[src/qdp_pkg.sv]
package qdp_pkg;

    localparam int MAX_REDUCTION = 4096;
    localparam int CNT_W         = $clog2(MAX_REDUCTION + 1);

    localparam int CFG_IDX_W  = 3;
    localparam int CFG_DATA_W = 24;

    localparam logic [CFG_IDX_W-1:0] CFG_SRC_ZP  = 3'd0;
    localparam logic [CFG_IDX_W-1:0] CFG_WEI_ZP  = 3'd1;
    localparam logic [CFG_IDX_W-1:0] CFG_SRC_UNS = 3'd2;
    localparam logic [CFG_IDX_W-1:0] CFG_ALPHA   = 3'd3;
    localparam logic [CFG_IDX_W-1:0] CFG_BETA    = 3'd4;

    localparam logic [23:0] ALPHA_RESET = 24'd65536;

    // operand pairs for the shared multiplier
    localparam logic [2:0] MUL_ZZ = 3'd0;
    localparam logic [2:0] MUL_ZK = 3'd1;
    localparam logic [2:0] MUL_SW = 3'd2;
    localparam logic [2:0] MUL_WS = 3'd3;
    localparam logic [2:0] MUL_PA = 3'd4;
    localparam logic [2:0] MUL_BP = 3'd5;
    localparam logic [2:0] MUL_LO = 3'd6;
    localparam logic [2:0] MUL_HI = 3'd7;

    // epilogue datapath steps
    localparam logic [3:0] STEP_NONE  = 4'd0;
    localparam logic [3:0] STEP_LOAD  = 4'd1;
    localparam logic [3:0] STEP_SUB   = 4'd2;
    localparam logic [3:0] STEP_SHADD = 4'd3;
    localparam logic [3:0] STEP_ADDSH = 4'd4;
    localparam logic [3:0] STEP_MAG   = 4'd5;
    localparam logic [3:0] STEP_STLO  = 4'd6;
    localparam logic [3:0] STEP_QUOT  = 4'd7;
    localparam logic [3:0] STEP_NEG   = 4'd8;
    localparam logic [3:0] STEP_OUT   = 4'd9;

    typedef struct packed {
        logic       acc;
        logic [2:0] mul_sel;
        logic [3:0] step;
    } t_cmd;

    typedef struct packed {
        logic out_stall;
    } t_stat;

endpackage

[src/qdp_in_if.sv]
interface qdp_in_if;
    logic               valid;
    logic               ready;
    logic        [7:0]  src_byte;
    logic signed [7:0]  wei_byte;
    logic               last_k;
    logic        [31:0] scale_q;
    logic signed [31:0] bias_q;
    logic signed [31:0] prior_q;

    modport source (
        output valid, src_byte, wei_byte, last_k, scale_q, bias_q, prior_q,
        input  ready
    );

    modport sink (
        input  valid, src_byte, wei_byte, last_k, scale_q, bias_q, prior_q,
        output ready
    );
endinterface

[src/qdp_out_if.sv]
interface qdp_out_if;
    logic               valid;
    logic               ready;
    logic signed [47:0] result_q;
    logic               saturated;

    modport source (
        output valid, result_q, saturated,
        input  ready
    );

    modport sink (
        input  valid, result_q, saturated,
        output ready
    );
endinterface

[src/qdp_dp.sv]
module qdp_dp (
    input  logic                              i_clk,
    input  logic                              i_rst_n,
    input  logic                              i_cfg_we,
    input  logic [qdp_pkg::CFG_IDX_W-1:0]     i_cfg_idx,
    input  logic [qdp_pkg::CFG_DATA_W-1:0]    i_cfg_data,
    input  qdp_pkg::t_cmd                     i_cmd,
    output qdp_pkg::t_stat                    o_stat,
    input  logic        [7:0]                 i_src_byte,
    input  logic signed [7:0]                 i_wei_byte,
    input  logic        [31:0]                i_scale_q,
    input  logic signed [31:0]                i_bias_q,
    input  logic signed [31:0]                i_prior_q,
    input  logic                              i_out_ready,
    output logic                              o_out_valid,
    output logic signed [47:0]                o_result_q,
    output logic                              o_saturated
);

    localparam logic signed [23:0] ALPHA_RESET_S = qdp_pkg::ALPHA_RESET;

    logic signed [8:0]  r_szp;
    logic signed [7:0]  r_wzp;
    logic               r_uns;
    logic signed [23:0] r_alpha;
    logic signed [23:0] r_beta;

    logic [31:0]                 r_psum;
    logic [23:0]                 r_ssum;
    logic [23:0]                 r_wsum;
    logic [qdp_pkg::CNT_W-1:0]   r_cnt;

    logic        [31:0] r_scale;
    logic signed [31:0] r_bias;
    logic signed [31:0] r_prior;

    logic signed [65:0] r_prod;
    logic signed [56:0] r_acc;
    logic               r_neg;
    logic [55:0]        r_mag;
    logic [63:0]        r_lo;
    logic [52:0]        r_q;
    logic signed [53:0] r_t;

    logic               r_out_valid;
    logic signed [47:0] r_result;
    logic               r_sat;

    logic signed [8:0]  w_s;
    logic signed [7:0]  w_w;
    logic signed [16:0] w_sw;
    logic signed [32:0] w_ma;
    logic signed [32:0] w_mb;
    logic signed [65:0] w_prod;
    logic signed [65:0] w_bp;
    logic signed [56:0] w_abs;
    logic [63:0]        w_q;
    logic               w_qclamp;
    logic [52:0]        w_qc;
    logic [53:0]        w_qx;
    logic signed [53:0] w_t;
    logic signed [54:0] w_r;
    logic               w_sat;
    logic signed [47:0] w_res;

    assign w_s  = r_uns ? {1'b0, i_src_byte} : {i_src_byte[7], i_src_byte};
    assign w_w  = i_wei_byte;
    assign w_sw = w_s * w_w;

    // shared multiplier operand select
    always_comb begin
        unique case (i_cmd.mul_sel)
            qdp_pkg::MUL_ZZ: begin
                w_ma = {{24{r_szp[8]}}, r_szp};
                w_mb = {{25{r_wzp[7]}}, r_wzp};
            end
            qdp_pkg::MUL_ZK: begin
                w_ma = {{16{r_prod[16]}}, r_prod[16:0]};
                w_mb = {{(33 - qdp_pkg::CNT_W){1'b0}}, r_cnt};
            end
            qdp_pkg::MUL_SW: begin
                w_ma = {{24{r_szp[8]}}, r_szp};
                w_mb = {{9{r_wsum[23]}}, r_wsum};
            end
            qdp_pkg::MUL_WS: begin
                w_ma = {{25{r_wzp[7]}}, r_wzp};
                w_mb = {{9{r_ssum[23]}}, r_ssum};
            end
            qdp_pkg::MUL_PA: begin
                w_ma = {r_psum[31], r_psum};
                w_mb = {{9{r_alpha[23]}}, r_alpha};
            end
            qdp_pkg::MUL_BP: begin
                w_ma = {{9{r_beta[23]}}, r_beta};
                w_mb = {r_prior[31], r_prior};
            end
            qdp_pkg::MUL_LO: begin
                w_ma = {1'b0, r_mag[31:0]};
                w_mb = {1'b0, r_scale};
            end
            qdp_pkg::MUL_HI: begin
                w_ma = {9'd0, r_mag[55:32]};
                w_mb = {1'b0, r_scale};
            end
            default: begin
                w_ma = '0;
                w_mb = '0;
            end
        endcase
    end

    assign w_prod = w_ma * w_mb;
    assign w_bp   = r_prod >>> 16;
    assign w_abs  = r_acc[56] ? -r_acc : r_acc;

    // magnitude quotient, rounded away from zero for negative values
    assign w_q = {r_prod[55:0], 8'd0} + {24'd0, r_lo[63:24]}
               + {63'd0, (r_neg && (r_lo[23:0] != 24'd0))};
    assign w_qclamp = (w_q[63:53] != 11'd0) || (w_q[52] && (w_q[51:0] != 52'd0));
    assign w_qc = w_qclamp ? {1'b1, 52'd0} : w_q[52:0];

    assign w_qx = {1'b0, r_q};
    assign w_t  = r_neg ? (54'd0 - w_qx) : w_qx;

    assign w_r   = {r_t[53], r_t} + {{23{r_bias[31]}}, r_bias};
    assign w_sat = (w_r[54:47] != {8{w_r[54]}});
    assign w_res = w_sat ? (w_r[54] ? {1'b1, 47'd0} : {1'b0, {47{1'b1}}}) : w_r[47:0];

    always_ff @(posedge i_clk) begin
        if (!i_rst_n) begin
            r_szp   <= '0;
            r_wzp   <= '0;
            r_uns   <= 1'b0;
            r_alpha <= ALPHA_RESET_S;
            r_beta  <= '0;
        end else if (i_cfg_we) begin
            unique case (i_cfg_idx)
                qdp_pkg::CFG_SRC_ZP:  r_szp   <= i_cfg_data[8:0];
                qdp_pkg::CFG_WEI_ZP:  r_wzp   <= i_cfg_data[7:0];
                qdp_pkg::CFG_SRC_UNS: r_uns   <= i_cfg_data[0];
                qdp_pkg::CFG_ALPHA:   r_alpha <= i_cfg_data[23:0];
                qdp_pkg::CFG_BETA:    r_beta  <= i_cfg_data[23:0];
                default: ;
            endcase
        end
    end

    always_ff @(posedge i_clk) begin
        if (!i_rst_n) begin
            r_psum <= '0;
            r_ssum <= '0;
            r_wsum <= '0;
            r_cnt  <= '0;
        end else if (i_cmd.step == qdp_pkg::STEP_OUT) begin
            r_psum <= '0;
            r_ssum <= '0;
            r_wsum <= '0;
            r_cnt  <= '0;
        end else if (i_cmd.acc) begin
            r_psum <= r_psum + {{15{w_sw[16]}}, w_sw};
            r_ssum <= r_ssum + {{15{w_s[8]}}, w_s};
            r_wsum <= r_wsum + {{16{w_w[7]}}, w_w};
            if (r_cnt < qdp_pkg::CNT_W'(qdp_pkg::MAX_REDUCTION)) begin
                r_cnt <= r_cnt + 1'b1;
            end
        end
    end

    always_ff @(posedge i_clk) begin
        if (i_cmd.acc) begin
            r_scale <= i_scale_q;
            r_bias  <= i_bias_q;
            r_prior <= i_prior_q;
        end
        r_prod <= w_prod;
        unique case (i_cmd.step)
            qdp_pkg::STEP_LOAD:  r_acc <= r_prod[56:0];
            qdp_pkg::STEP_SUB:   r_acc <= r_acc - r_prod[56:0];
            qdp_pkg::STEP_SHADD: r_acc <= (r_acc <<< 16) + r_prod[56:0];
            qdp_pkg::STEP_ADDSH: r_acc <= r_acc + w_bp[56:0];
            qdp_pkg::STEP_MAG: begin
                r_neg <= r_acc[56];
                r_mag <= w_abs[55:0];
            end
            qdp_pkg::STEP_STLO:  r_lo <= r_prod[63:0];
            qdp_pkg::STEP_QUOT:  r_q  <= w_qc;
            qdp_pkg::STEP_NEG:   r_t  <= w_t;
            qdp_pkg::STEP_OUT: begin
                r_result <= w_res;
                r_sat    <= w_sat;
            end
            default: ;
        endcase
    end

    always_ff @(posedge i_clk) begin
        if (!i_rst_n) begin
            r_out_valid <= 1'b0;
        end else if (i_cmd.step == qdp_pkg::STEP_OUT) begin
            r_out_valid <= 1'b1;
        end else if (i_out_ready) begin
            r_out_valid <= 1'b0;
        end
    end

    assign o_stat.out_stall = r_out_valid & ~i_out_ready;
    assign o_out_valid      = r_out_valid;
    assign o_result_q       = r_result;
    assign o_saturated      = r_sat;

    a_cnt_bound: assert property (@(posedge i_clk) disable iff (!i_rst_n)
        r_cnt <= qdp_pkg::CNT_W'(qdp_pkg::MAX_REDUCTION))
        else $error("pair count above limit");

    a_sums_cleared: assert property (@(posedge i_clk) disable iff (!i_rst_n)
        (i_cmd.step == qdp_pkg::STEP_OUT) |=>
        (r_psum == 32'd0 && r_ssum == 24'd0 && r_wsum == 24'd0 && r_cnt == '0))
        else $error("accumulators not cleared after result");

    a_out_valid: assert property (@(posedge i_clk) disable iff (!i_rst_n)
        (i_cmd.step == qdp_pkg::STEP_OUT) |=> o_out_valid)
        else $error("result written but not presented");

endmodule

[src/qdp_ctrl.sv]
module qdp_ctrl (
    input  logic           i_clk,
    input  logic           i_rst_n,
    input  logic           i_in_valid,
    input  logic           i_in_last,
    output logic           o_in_ready,
    input  qdp_pkg::t_stat i_stat,
    output qdp_pkg::t_cmd  o_cmd
);

    localparam logic [3:0] S_IDLE = 4'd0;
    localparam logic [3:0] S_ZZ   = 4'd1;
    localparam logic [3:0] S_ZK   = 4'd2;
    localparam logic [3:0] S_SW   = 4'd3;
    localparam logic [3:0] S_WS   = 4'd4;
    localparam logic [3:0] S_PA   = 4'd5;
    localparam logic [3:0] S_BP   = 4'd6;
    localparam logic [3:0] S_ADD  = 4'd7;
    localparam logic [3:0] S_MAG  = 4'd8;
    localparam logic [3:0] S_LO   = 4'd9;
    localparam logic [3:0] S_HI   = 4'd10;
    localparam logic [3:0] S_Q    = 4'd11;
    localparam logic [3:0] S_T    = 4'd12;
    localparam logic [3:0] S_FIN  = 4'd13;

    logic [3:0] r_state;
    logic [3:0] n_state;

    always_comb begin
        n_state       = r_state;
        o_in_ready    = 1'b0;
        o_cmd.acc     = 1'b0;
        o_cmd.mul_sel = qdp_pkg::MUL_ZZ;
        o_cmd.step    = qdp_pkg::STEP_NONE;
        unique case (r_state)
            S_IDLE: begin
                o_in_ready = 1'b1;
                o_cmd.acc  = i_in_valid;
                if (i_in_valid && i_in_last) begin
                    n_state = S_ZZ;
                end
            end
            S_ZZ: begin
                o_cmd.mul_sel = qdp_pkg::MUL_ZZ;
                n_state       = S_ZK;
            end
            S_ZK: begin
                o_cmd.mul_sel = qdp_pkg::MUL_ZK;
                n_state       = S_SW;
            end
            S_SW: begin
                o_cmd.mul_sel = qdp_pkg::MUL_SW;
                o_cmd.step    = qdp_pkg::STEP_LOAD;
                n_state       = S_WS;
            end
            S_WS: begin
                o_cmd.mul_sel = qdp_pkg::MUL_WS;
                o_cmd.step    = qdp_pkg::STEP_SUB;
                n_state       = S_PA;
            end
            S_PA: begin
                o_cmd.mul_sel = qdp_pkg::MUL_PA;
                o_cmd.step    = qdp_pkg::STEP_SUB;
                n_state       = S_BP;
            end
            S_BP: begin
                o_cmd.mul_sel = qdp_pkg::MUL_BP;
                o_cmd.step    = qdp_pkg::STEP_SHADD;
                n_state       = S_ADD;
            end
            S_ADD: begin
                o_cmd.step = qdp_pkg::STEP_ADDSH;
                n_state    = S_MAG;
            end
            S_MAG: begin
                o_cmd.step = qdp_pkg::STEP_MAG;
                n_state    = S_LO;
            end
            S_LO: begin
                o_cmd.mul_sel = qdp_pkg::MUL_LO;
                n_state       = S_HI;
            end
            S_HI: begin
                o_cmd.mul_sel = qdp_pkg::MUL_HI;
                o_cmd.step    = qdp_pkg::STEP_STLO;
                n_state       = S_Q;
            end
            S_Q: begin
                o_cmd.step = qdp_pkg::STEP_QUOT;
                n_state    = S_T;
            end
            S_T: begin
                o_cmd.step = qdp_pkg::STEP_NEG;
                n_state    = S_FIN;
            end
            S_FIN: begin
                if (!i_stat.out_stall) begin
                    o_cmd.step = qdp_pkg::STEP_OUT;
                    n_state    = S_IDLE;
                end
            end
            default: begin
                n_state = S_IDLE;
            end
        endcase
    end

    always_ff @(posedge i_clk) begin
        if (!i_rst_n) begin
            r_state <= S_IDLE;
        end else begin
            r_state <= n_state;
        end
    end

    a_last_stalls: assert property (@(posedge i_clk) disable iff (!i_rst_n)
        (i_in_valid && o_in_ready && i_in_last) |=> !o_in_ready)
        else $error("input taken during epilogue");

    a_epilogue_len: assert property (@(posedge i_clk) disable iff (!i_rst_n)
        (r_state == S_ZZ) |-> ##12 (r_state == S_FIN))
        else $error("epilogue sequence broken");

    a_back_to_idle: assert property (@(posedge i_clk) disable iff (!i_rst_n)
        (o_cmd.step == qdp_pkg::STEP_OUT) |=> o_in_ready)
        else $error("not ready after result written");

endmodule

[src/int8_quantized_dot_product.sv]
// int8 dot product with zero-point compensation and a fixed-point epilogue.
// Each transaction on i_in carries one (source, weight) pair; the pair marked
// last_k closes the run, and its scale_q, bias_q and prior_q feed the epilogue.
// After a last pair the input stays not ready while the epilogue runs its steps
// through one shared 33x33 signed multiplier and a 57-bit accumulator. The
// finished result sits in an output register; pairs of the next run are
// accepted while it waits, and the next epilogue holds at its last step until
// that register is free. The user must write configuration registers through
// i_cfg_* only while no run is in progress; the block does not enforce it.
module int8_quantized_dot_product (
    input  logic                           i_clk,
    input  logic                           i_rst_n,
    input  logic                           i_cfg_we,
    input  logic [qdp_pkg::CFG_IDX_W-1:0]  i_cfg_idx,
    input  logic [qdp_pkg::CFG_DATA_W-1:0] i_cfg_data,
    qdp_in_if.sink                         i_in,
    qdp_out_if.source                      o_out
);

    qdp_pkg::t_cmd  w_cmd;
    qdp_pkg::t_stat w_stat;

    qdp_ctrl u_ctrl (
        .i_clk      (i_clk),
        .i_rst_n    (i_rst_n),
        .i_in_valid (i_in.valid),
        .i_in_last  (i_in.last_k),
        .o_in_ready (i_in.ready),
        .i_stat     (w_stat),
        .o_cmd      (w_cmd)
    );

    qdp_dp u_dp (
        .i_clk       (i_clk),
        .i_rst_n     (i_rst_n),
        .i_cfg_we    (i_cfg_we),
        .i_cfg_idx   (i_cfg_idx),
        .i_cfg_data  (i_cfg_data),
        .i_cmd       (w_cmd),
        .o_stat      (w_stat),
        .i_src_byte  (i_in.src_byte),
        .i_wei_byte  (i_in.wei_byte),
        .i_scale_q   (i_in.scale_q),
        .i_bias_q    (i_in.bias_q),
        .i_prior_q   (i_in.prior_q),
        .i_out_ready (o_out.ready),
        .o_out_valid (o_out.valid),
        .o_result_q  (o_out.result_q),
        .o_saturated (o_out.saturated)
    );

endmodule

[src/flat_wrapper.sv]
// flat-port wrapper written by rule: the top's interface ports become plain ports
module int8_quantized_dot_product_flat 
  (i_clk, i_rst_n, i_cfg_we, i_cfg_idx, i_cfg_data, i_in_valid, i_in_src_byte, i_in_wei_byte, i_in_last_k, i_in_scale_q, i_in_bias_q, i_in_prior_q, i_in_ready, o_out_valid, o_out_result_q, o_out_saturated, o_out_ready);
  qdp_in_if i_in_i ();
  qdp_out_if o_out_i ();
  input  logic i_clk;
  input  logic i_rst_n;
  input  logic i_cfg_we;
  input  logic [qdp_pkg::CFG_IDX_W-1:0] i_cfg_idx;
  input  logic [qdp_pkg::CFG_DATA_W-1:0] i_cfg_data;
  input wire logic [$bits(i_in_i.valid)-1:0] i_in_valid;
  input wire logic [$bits(i_in_i.src_byte)-1:0] i_in_src_byte;
  input wire logic [$bits(i_in_i.wei_byte)-1:0] i_in_wei_byte;
  input wire logic [$bits(i_in_i.last_k)-1:0] i_in_last_k;
  input wire logic [$bits(i_in_i.scale_q)-1:0] i_in_scale_q;
  input wire logic [$bits(i_in_i.bias_q)-1:0] i_in_bias_q;
  input wire logic [$bits(i_in_i.prior_q)-1:0] i_in_prior_q;
  output wire logic [$bits(i_in_i.ready)-1:0] i_in_ready;
  output wire logic [$bits(o_out_i.valid)-1:0] o_out_valid;
  output wire logic [$bits(o_out_i.result_q)-1:0] o_out_result_q;
  output wire logic [$bits(o_out_i.saturated)-1:0] o_out_saturated;
  input wire logic [$bits(o_out_i.ready)-1:0] o_out_ready;
  assign i_in_i.valid = i_in_valid;
  assign i_in_i.src_byte = i_in_src_byte;
  assign i_in_i.wei_byte = i_in_wei_byte;
  assign i_in_i.last_k = i_in_last_k;
  assign i_in_i.scale_q = i_in_scale_q;
  assign i_in_i.bias_q = i_in_bias_q;
  assign i_in_i.prior_q = i_in_prior_q;
  assign i_in_ready = i_in_i.ready;
  assign o_out_valid = o_out_i.valid;
  assign o_out_result_q = o_out_i.result_q;
  assign o_out_saturated = o_out_i.saturated;
  assign o_out_i.ready = o_out_ready;
  int8_quantized_dot_product u_core (.i_clk(i_clk), .i_rst_n(i_rst_n), .i_cfg_we(i_cfg_we), .i_cfg_idx(i_cfg_idx), .i_cfg_data(i_cfg_data), .i_in(i_in_i), .o_out(o_out_i));
endmodule
[config.mk]
export PLATFORM = sky130hd
export DESIGN_NAME = int8_quantized_dot_product_flat
export DESIGN_NICKNAME = d
export VERILOG_FILES = /design/src/qdp_pkg.sv /design/src/qdp_in_if.sv /design/src/qdp_out_if.sv /design/src/qdp_dp.sv /design/src/qdp_ctrl.sv /design/src/int8_quantized_dot_product.sv /design/src/flat_wrapper.sv
export SDC_FILE = /design/constraint.sdc
export NUM_CORES = 2
export LEC_CHECK = 0
export BUFFER_PORTS_ARGS = -buffer_cell sky130_fd_sc_hd__buf_2
export CAP_MARGIN = 25
export CORE_MARGIN = 2
export CORE_UTILIZATION = 60
export CTS_BUF_LIST = sky130_fd_sc_hd__clkbuf_8 sky130_fd_sc_hd__clkbuf_16
export DETAILED_ROUTE_END_ITERATION = 10
export GPL_TIMING_DRIVEN = 0
export PLACE_DENSITY = 0.74
export SLEW_MARGIN = 20
export SYNTH_ARGS = -nofsm -noshare
export SYNTH_HDL_FRONTEND = slang
export SYNTH_HIERARCHICAL = 1
export SYNTH_SLANG_ARGS = --single-unit
[constraint.sdc]
create_clock -name i_clk -period 15.5 [get_ports i_clk]
set_input_delay 1.55 -clock i_clk [delete_from_list [all_inputs] [get_ports i_clk]]
set_output_delay 1.55 -clock i_clk [all_outputs]
set_load 0.01 [all_outputs]
Yosys cells after proc, flatten, opt, wreduce, memory -nomap -nowiden --
Cells that the tools add are included. W data, S select, Z words.
Storage, ports and cells: logic and storage cells 119, bits of input ports 145, output and inout port bits 51, bits in registers 660
Cells by class: add/sub/neg operators 12, equal/unequal tests 36, order comparisons 1, reductions and logical operators 23, bitwise gates (word level) 3, $mul 2, mux-type cells 18
Operators with widths (count):
- $pmux W33 S7 | 2
- $pmux W57 S4 | 1
- $add A57 B57 Y57 | 2
- $mux W48 | 2
- $mul A33 B33 Y66 | 1
- $add A64 B1 Y64 | 1
- $add A64 B40 Y64 | 1
- $sub A57 B57 Y57 | 1
- $mux W56 | 1
- $neg A56 Y56 | 1
- $pmux W4 S14 | 1
- $add A54 B32 Y55 | 1
- $sub A1 B53 Y54 const A | 1
- $mux W53 | 1
- $reduce_bool A52 Y1 | 1
- $add A24 B24 Y24 | 2
- $pmux W4 S9 | 1
- $add A32 B32 Y32 | 1
- $eq A4 B3 Y1 const B | 8
- $eq A4 B4 Y1 const B | 8
- $reduce_bool A24 Y1 | 1
- $pmux W3 S7 | 1
- $mul A9 B8 Y17 | 1
- $eq A4 B2 Y1 const B | 4
- other kinds (22) | 50

Logic depth before layout (Yosys ltp) --
depth in word-level cells 6, depth in mapped cells 45, depth with buffers taken out 40

Cells and area by module --
Netlist, hierarchy kept.
Modules (own cells, without submodules):
- qdp_dp | cells each 8951, sequential area each 17436.7 µm², times used 1, area an instance 81864.8 µm²
- qdp_ctrl | cells each 50, sequential area each 80.1 µm², times used 1, area an instance 404.1 µm²

Worst setup path before layout --
OpenSTA, ideal clock, no wires.
path type register to register, start reg u_core.u_ctrl.r_state[3], end reg u_core.u_dp.r_prod[65], data required time 15.379 ns, buffers on the path 9, stages on the path, launching flop included 39, setup time 0.121 ns, path slack 4.792 ns, arrival 10.587 ns, period minus slack after synthesis 10.708 ns, cell sequence dfxtp_1 > buf_6 > xor2_1 > a21oi_1 > o32ai_1 > clkbuf_1 > clkbuf_1 > clkbuf_1 > clkbuf_1 > buf_1 > clkbuf_1 > nand2_1 > o211ai_1 > o221a_2 > clkbuf_1 > nand2_1 > fa_1 > inv_1 > (+3 left out) > fa_1 > inv_1 > fa_1 > fa_1 > fa_1 > inv_1 > fa_1 > inv_1 > ha_1 > clkbuf_1 > and3_1 > nand2_1 > or3_1 > o21ai_0 > a31oi_1 > o21ai_0 > a21oi_1 > xnor2_1
RTL lines:
- start: declaration | line qdp_ctrl.sv:26 | logic [3:0] r_state;
- start signal: assignment | line qdp_ctrl.sv:112 | r_state <= n_state;
- end signal: assignment | line qdp_dp.sv:175 | r_prod <= w_prod;
- end: declaration | line qdp_dp.sv:37 | logic signed [65:0] r_prod;

==> flow_summary.toml <==
[cts]
cts_hold_buf = 0
clockBufferDepth = 3
post-cts-setup-buffers = 0
cts_resized = 0
clock_latency_ps = 720
tritoncts_num_sinks = 660
htreeDepth = 3
cts_tree = "built"
cts_made_buffers = 77
cts-root-buf = "clkbuf_16"
path_clk_slew_ps = 60

[sta]
worst_pin_slew_ps = 1280
fmax_mhz = 65.9
period_share_pct = 97.8
final_hold_viol_count = 0
maxSlewViolCount = 0
final.setup.worst_slack_ps = 337
clock_skew_ps = 60.5
rsz0062_at_grt = "no"
setup_violations = 0
relSlewSlack_pct = 14.8
post-route-min-period_ps = 15160

[global_routing]
grt_pass1_wl_um = 466000
grt_pass1_vias = 70880
antenna_found_initial = 17
overflow = 0
grt_max_degree = 53
grt_use_total_pct = 46.1

[route]
wirelength_um = 323000
wl_per_cell_um = 28.9
via_count = 71410
first_pass_iters = 8
ant_nets = 0
drt_iter0_drc = 8674
avgViaCountPerCell = 6.38
drc = 0

[logic_synthesis]
ys_ff_latch = 660
synth-edff-count = 430
synth-main-ff-cell = "edfxtp_1"
yosysWarnings = 6
synthAdderAreaFrac_pct = 37.3
synth.cell_area_sq_mm = 0.0823
ys_seq_area_share_pct = 21.3
synth_simple_gate_area_share_pct = 14.8
synth_top_family_by_area = "adder cells"
synth_top_area_share_pct = 29.5
synthMuxAreaShare_pct = 1.26
synth.distinct_cells = 91
synth_fp_nets = 10871
synth_compound_area_share_pct = 12.1
yosysTopAreaCell = "fa_1"
synth_xor_area_share_pct = 5.33
synth.area.top_cells = "fa_1, edfxtp_1, ha_1, inv_1, dfxtp_1"
synth.avg_cell_area_sq_um = 9.14
synthCells = 9001
async_flop_share_pct = 0

[critical_path]
critPathArrivalTime_ps = 15780
cp-end-kind = "flip-flop"
crit_required_ps = 16120
ff2ff_path_depth = 41
path_common_cell = "fa_1"
crit_type = "reg -> reg"
cp-start-kind = "flip-flop"
max_stage_delay_ps = 730
worstPathMaxFanout = 11
slowest_stage = "buf_1"

[placement]
pre_cts_slack_ps = 344
io_buffers = 195
gp_congestion = 1.11
dp_hpwl_um = 265000

[floorplanning]
die_h_um = 374
rows = 135
ios = 196
die_x_um = 374
initial_core_util_pct = 60.6
core_sq_mm = 0.136
die_area_sq_mm = 0.140

[cells_and_area]
nets = 11211
fill_cells = 11187
final_common_cell = "inv_1"
layout_common_cells = "inv_1, fa_1, nand2_1, nor2_1, ha_1"
area_growth_pct = 8.79
drive_above_1_share_pct = 5.86

[power]
pwr_density_cell_mw_per_mm2 = 136
ir_worst_vdd_v = 0.000283
finalPower_mw = 12.2
p_leak_nw = 40.7

[outcome]
outcome = "complete, no violations"

[min_path]
hold_path_class = "reg -> reg"
hold-path-cell-count = 2

[job]
maxCapViolations = 0
## cells by family (layout without fill, tap and decap cells)
kind of cell | after synthesis | after routing
mux | 99 | 99
simple gates | 2759 | 2759
flops | 660 | 660
compound gates | 1534 | 1534
fa+ha+maj | 1725 | 1725
other cells | 0 | 12
xor+xnor | 501 | 501
buf+inv | 1723 | 2127
## critical path, delay by kind of cell, from the launching register on
| kind | cells | cell delay (ps) |
|---|---|---|
| buffers and inverters | 14 | 5170 |
| XOR/XNOR | 2 | 380 |
| flip-flops | 1 | 440 |
| AO/OA/AOI/OAI | 13 | 3300 |
| adder cells (fa/ha/maj) | 9 | 4340 |
| AND/OR/NAND/NOR | 3 | 1430 |
## path summary, 6_finish.rpt
path                                         to  slack [ps]                                  start
max              u_core/u_dp/r_prod[58]$_DFF_P_         340  u_core/u_ctrl/r_state[3]$_SDFFE_PN0P_
min          u_core/u_dp/r_beta[7]$_SDFFE_PN0P_         470     u_core/u_dp/r_beta[7]$_SDFFE_PN0P_
max reg2reg      u_core/u_dp/r_prod[58]$_DFF_P_         340  u_core/u_ctrl/r_state[3]$_SDFFE_PN0P_
min reg2reg  u_core/u_dp/r_beta[7]$_SDFFE_PN0P_         470     u_core/u_dp/r_beta[7]$_SDFFE_PN0P_
## metrics by stage
stage	utilization [%]	instances	instance area [sq um]	TNS (ps)	hold slack (ps)
floorplan	-	9001	82300	0	408
global placement	62.9	10977	85500	-10110	450
detailed placement	63.7	11036	86500	0	457
CTS	65.8	11179	89400	0	465
global route	65.9	11188	89500	0	487
finish	65.9	11198	89500	0	465
## synthesized netlist by cell type (all sizes together) (40+ instances only)
master  number
a211oi      40
a21boi      81
a21o       161
a21oi      392
a22oi       69
and2        81
and3        54
clkbuf     391
dfxtp      230
edfxtp     430
fa        1212
ha         513
inv       1294
mux2i       82
nand2     1126
nand2b      76
nand3      116
nand4       57
nor2       870
nor2b       59
nor3       113
o21a        55
o21ai      353
o21bai      42
o31ai       52
or3         47
or4         40
xnor2      337
xor2       164
## sequential cells by signal, indices dropped and copies added (netlist names)
signal                   cells
u_core/u_ctrl/r_state        4
u_core/u_dp/o_out_valid      1
u_core/u_dp/r_lo            64
u_core/u_dp/r_wsum          24
u_core/u_dp/r_szp            9
u_core/u_dp/r_acc           57
u_core/u_dp/r_uns            1
u_core/u_dp/o_result_q      48
u_core/u_dp/r_wzp            8
u_core/u_dp/r_bias          32
u_core/u_dp/o_saturated      1
u_core/u_dp/r_q             53
u_core/u_dp/r_scale         32
u_core/u_dp/r_prod          66
u_core/u_dp/r_mag           56
u_core/u_dp/r_neg            1
u_core/u_dp/r_beta          24
u_core/u_dp/r_psum          32
u_core/u_dp/r_ssum          24
u_core/u_dp/r_cnt           13
u_core/u_dp/r_alpha         24
u_core/u_dp/r_t             54
u_core/u_dp/r_prior         32
## cell type report
class	instances	area [sq um]	share of cell area, %
Clock inverter	55	736	0.822
Sequential cell	660	17500	19.6
Buffer	425	1650	1.85
Multi-Input combinational cell	6618	58500	65.4
Clock buffer	88	2130	2.39
Tap cell	1781	2230	2.49
Inverter	1296	4860	5.44
Timing Repair Buffer	263	1830	2.05
Antenna cell	12	30.0	0.0336
## metal layers
layer | track usage (%) | up-vias | wire [um]
li1 | - | 30137 | -
met1 | 55.6 | 34981 | 112000
met2 | 68.6 | 4841 | 138000
met3 | 14.5 | 1439 | 41200
met4 | 36.0 | 12 | 32100
met5 | 0 | - | 75
## where the power goes
part	switching, mW	internal (mW)	total, mW
Sequential	0.366	2.09	2.45
Combinational	4.88	2.84	7.71
Clock	0.831	1.21	2.04
Power figures use the tool's default switching activity.
